**config.mk**
```make
export PLATFORM = sky130hd
export DESIGN_NAME = hst_divider
export DESIGN_NICKNAME = d
export VERILOG_FILES = /design/src/rtl/hash_set_id_table_top_defines.svh /design/src/rtl/hst_pkg.sv /design/src/rtl/hst_divider.sv
export SDC_FILE = /design/constraint.sdc
export NUM_CORES = 1
export LEC_CHECK = 0
export ABC_CLOCK_PERIOD_IN_PS = 3700
export BUFFER_PORTS_ARGS = -buffer_cell sky130_fd_sc_hd__buf_2
export CORE_ASPECT_RATIO = 0.8
export CORE_MARGIN = 3
export CORE_UTILIZATION = 54
export DETAILED_ROUTE_END_ITERATION = 6
export HOLD_SLACK_MARGIN = 0.03
export MAX_ROUTING_LAYER = met4
export PLACE_DENSITY = 0.8
export SYNTH_ARGS = -nofsm -noshare
export SYNTH_HDL_FRONTEND = slang
export SYNTH_SLANG_ARGS = --single-unit
```
**constraint.sdc**
```tcl
create_clock -name clock -period 3.7 [get_ports clock]
set_clock_uncertainty 0.1 [all_clocks]
set_input_delay 0.185 -clock clock [delete_from_list [all_inputs] [get_ports clock]]
set_output_delay 0.185 -clock clock [all_outputs]
set_load 0.03 [all_outputs]
```
**src/rtl/hash_set_id_table_top_defines.svh**
```systemverilog
// ----------------------------------------------------------------------------
// hash set id table: assertion macros
// Shared assertion forms for the table RTL.
// ----------------------------------------------------------------------------
`ifndef HASH_SET_ID_TABLE_TOP_DEFINES_SVH
`define HASH_SET_ID_TABLE_TOP_DEFINES_SVH

// property a must imply b at the same edge
`define HST_ASSERT_IMPL(label, clk, rst, a, b) \
   label: assert property (@(posedge clk) disable iff (rst) (a) |-> (b)) \
      else $error("assertion failed");

// property a must imply b at the next edge
`define HST_ASSERT_NEXT(label, clk, rst, a, b) \
   label: assert property (@(posedge clk) disable iff (rst) (a) |=> (b)) \
      else $error("assertion failed");

`endif

```
**src/rtl/hst_pkg.sv**
```systemverilog
// ----------------------------------------------------------------------------
// hst_pkg
// Types and constants of the hash set id table.
// ----------------------------------------------------------------------------
`default_nettype none
package hst_pkg;
   localparam int ID_W    = 64;
   localparam int OP_W    = 2;
   localparam int SLOT_W  = 8;
   localparam int CNT_W   = 7;

   typedef enum logic [1:0] {
      OP_ADD    = 2'd0,
      OP_FIND   = 2'd1,
      OP_REMOVE = 2'd2,
      OP_NONE   = 2'd3
   } op_type;

   typedef enum logic [2:0] {
      ST_IDLE,
      ST_DIV,
      ST_READ,
      ST_SCAN,
      ST_WRITE,
      ST_DONE
   } state_type;

   localparam logic [0:0] CSR_BUCKET_COUNT = 1'b0;
endpackage
`default_nettype wire

```
**src/rtl/hst_divider.sv**
```systemverilog
// ----------------------------------------------------------------------------
// hst_divider
// Restoring remainder unit, one dividend bit per cycle.
// ----------------------------------------------------------------------------
`default_nettype none
module hst_divider #(
   parameter int REM_W = 7
) (
   input  wire logic              clock,
   input  wire logic              reset,
   input  wire logic              start,
   input  wire logic [63:0]       dividend,
   input  wire logic [REM_W-1:0]  divisor,
   output logic                   done,
   output logic [REM_W-1:0]       remainder
);
   import hst_pkg::*;

   logic [63:0]      shift_ff, shift_in;
   logic [REM_W:0]   rem_ff, rem_in;
   logic [6:0]       cnt_ff, cnt_in;
   logic             busy_ff, busy_in;
   logic [REM_W:0]   trial;

   always_comb begin
      shift_in = shift_ff;
      rem_in   = rem_ff;
      cnt_in   = cnt_ff;
      busy_in  = busy_ff;
      trial    = {rem_ff[REM_W-1:0], shift_ff[63]};
      if (start) begin
         shift_in = dividend;
         rem_in   = '0;
         cnt_in   = 7'd0;
         busy_in  = 1'b1;
      end else if (busy_ff) begin
         shift_in = {shift_ff[62:0], 1'b0};
         if (trial >= {1'b0, divisor}) rem_in = trial - {1'b0, divisor};
         else rem_in = trial;
         cnt_in = cnt_ff + 7'd1;
         if (cnt_ff == 7'd63) busy_in = 1'b0;
      end
   end

   always_ff @(posedge clock) begin
      shift_ff <= shift_in;
      rem_ff   <= rem_in;
      cnt_ff   <= cnt_in;
      if (reset) busy_ff <= 1'b0;
      else busy_ff <= busy_in;
   end

   assign done      = busy_ff && (cnt_ff == 7'd63) && !start;
   assign remainder = rem_in[REM_W-1:0];
endmodule
`default_nettype wire

```
==> run_results.csv <==
group,metric,value,unit
global_route,grt-ovfl-total,0,
finish,nFillCells,465,
placed_design,dpl_cell_area,4120,µm²
detailed_routing,dr_total_vias,2298,
min_path,hold_class,"in2reg",
clock_tree,htreeDepth,3,
die,core-area,6440,µm²
power,power.density,441,nW/µm²
worst_setup_path,r2r_cells,9,
run,drv_cap,0,
finish,multi_input_area,1320,µm²
detailed_routing,drt_pass1_iterations,4,
synthesis,netlist_instances,248,
detailed_routing,wl_per_cell,15.1,µm
sta,timing.final.crit_share,0.861,
min_path,worstHoldStart,"dividend[12]",
synthesis,synth_nets,331,
worst_setup_path,critPathKind,"reg2out",
finish,diodes,0,
die,ioPinCount,82,
clock_tree,cts_tree,"built",
synthesis,post_synth_num_cell_types,39,
synthesis,yosysWarnings,0,
die,dieArea,7750,µm²
synthesis,synth-seq-area-share,0.612,
finish,layout-drive-gt1-share,0.469,
min_path,holdPathStages,2,
placed_design,gp_congestion,0.843,
min_path,hold_end,"shift_ff[12]$_DFFE_PP_",
sta,rsz0062_at_grt,"false",
synthesis,async_reset_ff_frac,0,
finish,final_util,0.700,
sta,slew_violations,0,
finish,layout_common_cells,"buf_2 (81), mux2_2 (64), edfxtp_1 (64), dlygate4sd3_1 (20), nor2_1 (16)",
finish,layout_commonest_cell,"buf_2",
worst_setup_path,r2r_end,"rem_ff[0]$_DFF_P_",
placed_design,io_buffer_count,81,
finish,nets,435,
worst_setup_path,critPathArrivalTime,2.90,ns
clock_tree,cts_resized,0,
clock_tree,insertion_delay,0.34,ns
placed_design,hpwlAfterDp,4360,µm
worst_setup_path,crit_required,3.41,ns
global_route,grt_pass1_wl,11000,µm
synthesis,synth_ff_type,"edfxtp_1",
clock_tree,cts_buffers,9,
detailed_routing,first_iter_violations,103,
worst_setup_path,r2r-start,"shift_ff[63]$_DFFE_PP_",
sta,setup_viol,0,
synthesis,avgSynthCellArea,14.6,µm²
clock_tree,cts_sinks,79,
global_route,antenna_found_initial,0,
detailed_routing,vias_per_cell,5.22,
finish,seqCellArea,2220,µm²
synthesis,ys_ff_latch,79,
detailed_routing,drc,0,
detailed_routing,ant_nets,0,
global_route,grt_pass1_vias,2331,
clock_tree,clkTransAtPathRegs,0.08,ns
die,fp.dieH,79.3,µm
global_route,grt_max_degree,69,
sta,relSlewSlack,0.467,
finish,final_area,4510,µm²
detailed_routing,routed_wirelength,6650,µm
global_route,grt_usage,0.186,
clock_tree,cts_buffer_depth,2,
clock_tree,cts-root-buf,"clkbuf_8",
worst_setup_path,rrSetupSlack,1.19,ns
sta,max_freq,314,MHz
die,rows,26,
finish,area_growth_syn_to_layout,24.2,%
sta,period_needed,3.19,ns
power,max-vdd-ir-drop,0.299,mV
worst_setup_path,startpoint_type,"register",
die,start_util,0.563,
sta,hold_viol_final,0,
synthesis,synth_area,3630,µm²
sta,setup_tns,0,ns
worst_setup_path,worstSetupEndpointType,"output pin",
power,p_leak,1.80,nW
sta,worst_slew_pin_slew,0.800,ns
synthesis,synth_edf_count,64,
die,dieWidth,97.6,µm
worst_setup_path,crit_fanout,3,
worst_setup_path,critPathLaunch,"shift_ff[63]$_DFFE_PP_",
status,status,"completed",
[flip-flops by register name, summed over array words and instances (netlist names)]
| register | cells |
|---|---|
| busy_ff | 1 |
| rem_ff | 7 |
| shift_ff | 64 |
| cnt_ff | 7 |
[Yosys cell counts, drive strengths merged, types with 4 or more instances]
library cell | number | area [µm²]
buf | 6 | 33.8
clkbuf | 5 | 18.8
dfxtp | 15 | 300
ha | 8 | 100
a211oi | 4 | 40.0
edfxtp | 64 | 1920
mux2 | 64 | 721
xor2 | 4 | 35.0
nor2 | 16 | 60.1
a21oi | 6 | 30.0
inv | 9 | 33.8
nand2 | 9 | 33.8
o21ai | 4 | 20.0
[cell families (layout without fill, tap and decap cells)]
logic type,count (synthesis),in the layout,synth area share
buffers and inverters,20,128,0.0238
adders and majority gates,9,9,0.0331
DFF,79,79,0.612
muxes,66,66,0.204
xor gates and xnor gates,7,7,0.0169
and+or+nand+nor,43,43,0.0604
AOI/OAI and AO/OA,24,24,0.0493
[repair_timing]
action,4_1_cts,5_1_grt
endpoints found under the setup margin,0,0
buffers inserted,0,0
hold endpoints to repair,20,0
hold buffers,20,0
[area by class of cell]
class,instances,area share
flip-flops and latches,79,0.493
multi-input cells,149,0.293
repair buffers,104,0.142
clock buffers,10,0.0283
well taps,84,0.0233
clock inverters,5,0.0130
inverters,9,0.00749
[report_power, final]
part	switching [mW]	leakage, nW	total [mW]	internal (mW)
logic	0.130	0.945	0.280	0.150
registers	0.0311	0.766	1.09	1.06
clock network	0.305	0.0888	0.614	0.310
total	0.466	1.80	1.99	1.52
[per-layer routing]
metal	part of all wire	vias to the layer above	global-route usage
li1	-	1148	-
met1	0.47	1087	0.243
met2	0.47	57	0.287
met3	0.054	6	0.0597
met4	0.0054	0	0.0415
met5	0	-	-
[how the worst max path moves through the flow]
| stage | end | slack [ns] | cells past startpoint |
|---|---|---|---|
| 2_1_floorplan | rem_ff[0]$_DFF_P_ | 0.63 | 9 |
| 3_3_place_gp | remainder[0] | 0.91 | 10 |
| 3_5_place_dp | remainder[0] | 0.86 | 10 |
| 4_1_cts | remainder[0] | 0.48 | 10 |
| 5_1_grt | remainder[0] | 0.34 | 10 |
| 6_report | remainder[0] | 0.51 | 10 |
[stage by stage]
stage	setup slack, ns	hold WS, ns	std cells	total power, mW
global route	0.339	0.0309	440	2.08
detailed placement	0.861	0.254	405	1.38
floorplan	0.628	0.157	248	1.29
global placement	0.909	0.247	405	1.37
finish	0.513	0.0492	440	1.99
CTS	0.480	0.0302	440	2.01
[worst max-delay path, cell delays in order, from the launching register on]
cell and delay (ns):
edfxtp_1 0.36, inv_1 0.08, ha_1 0.15, inv_1 0.05, fa_1 0.40, a211oi_2 0.27, o21ai_1 0.12, a41oi_2 0.24
mux2_2 0.36, a211oi_1 0.29, buf_2 0.25
(Power assumes the default switching activity.)
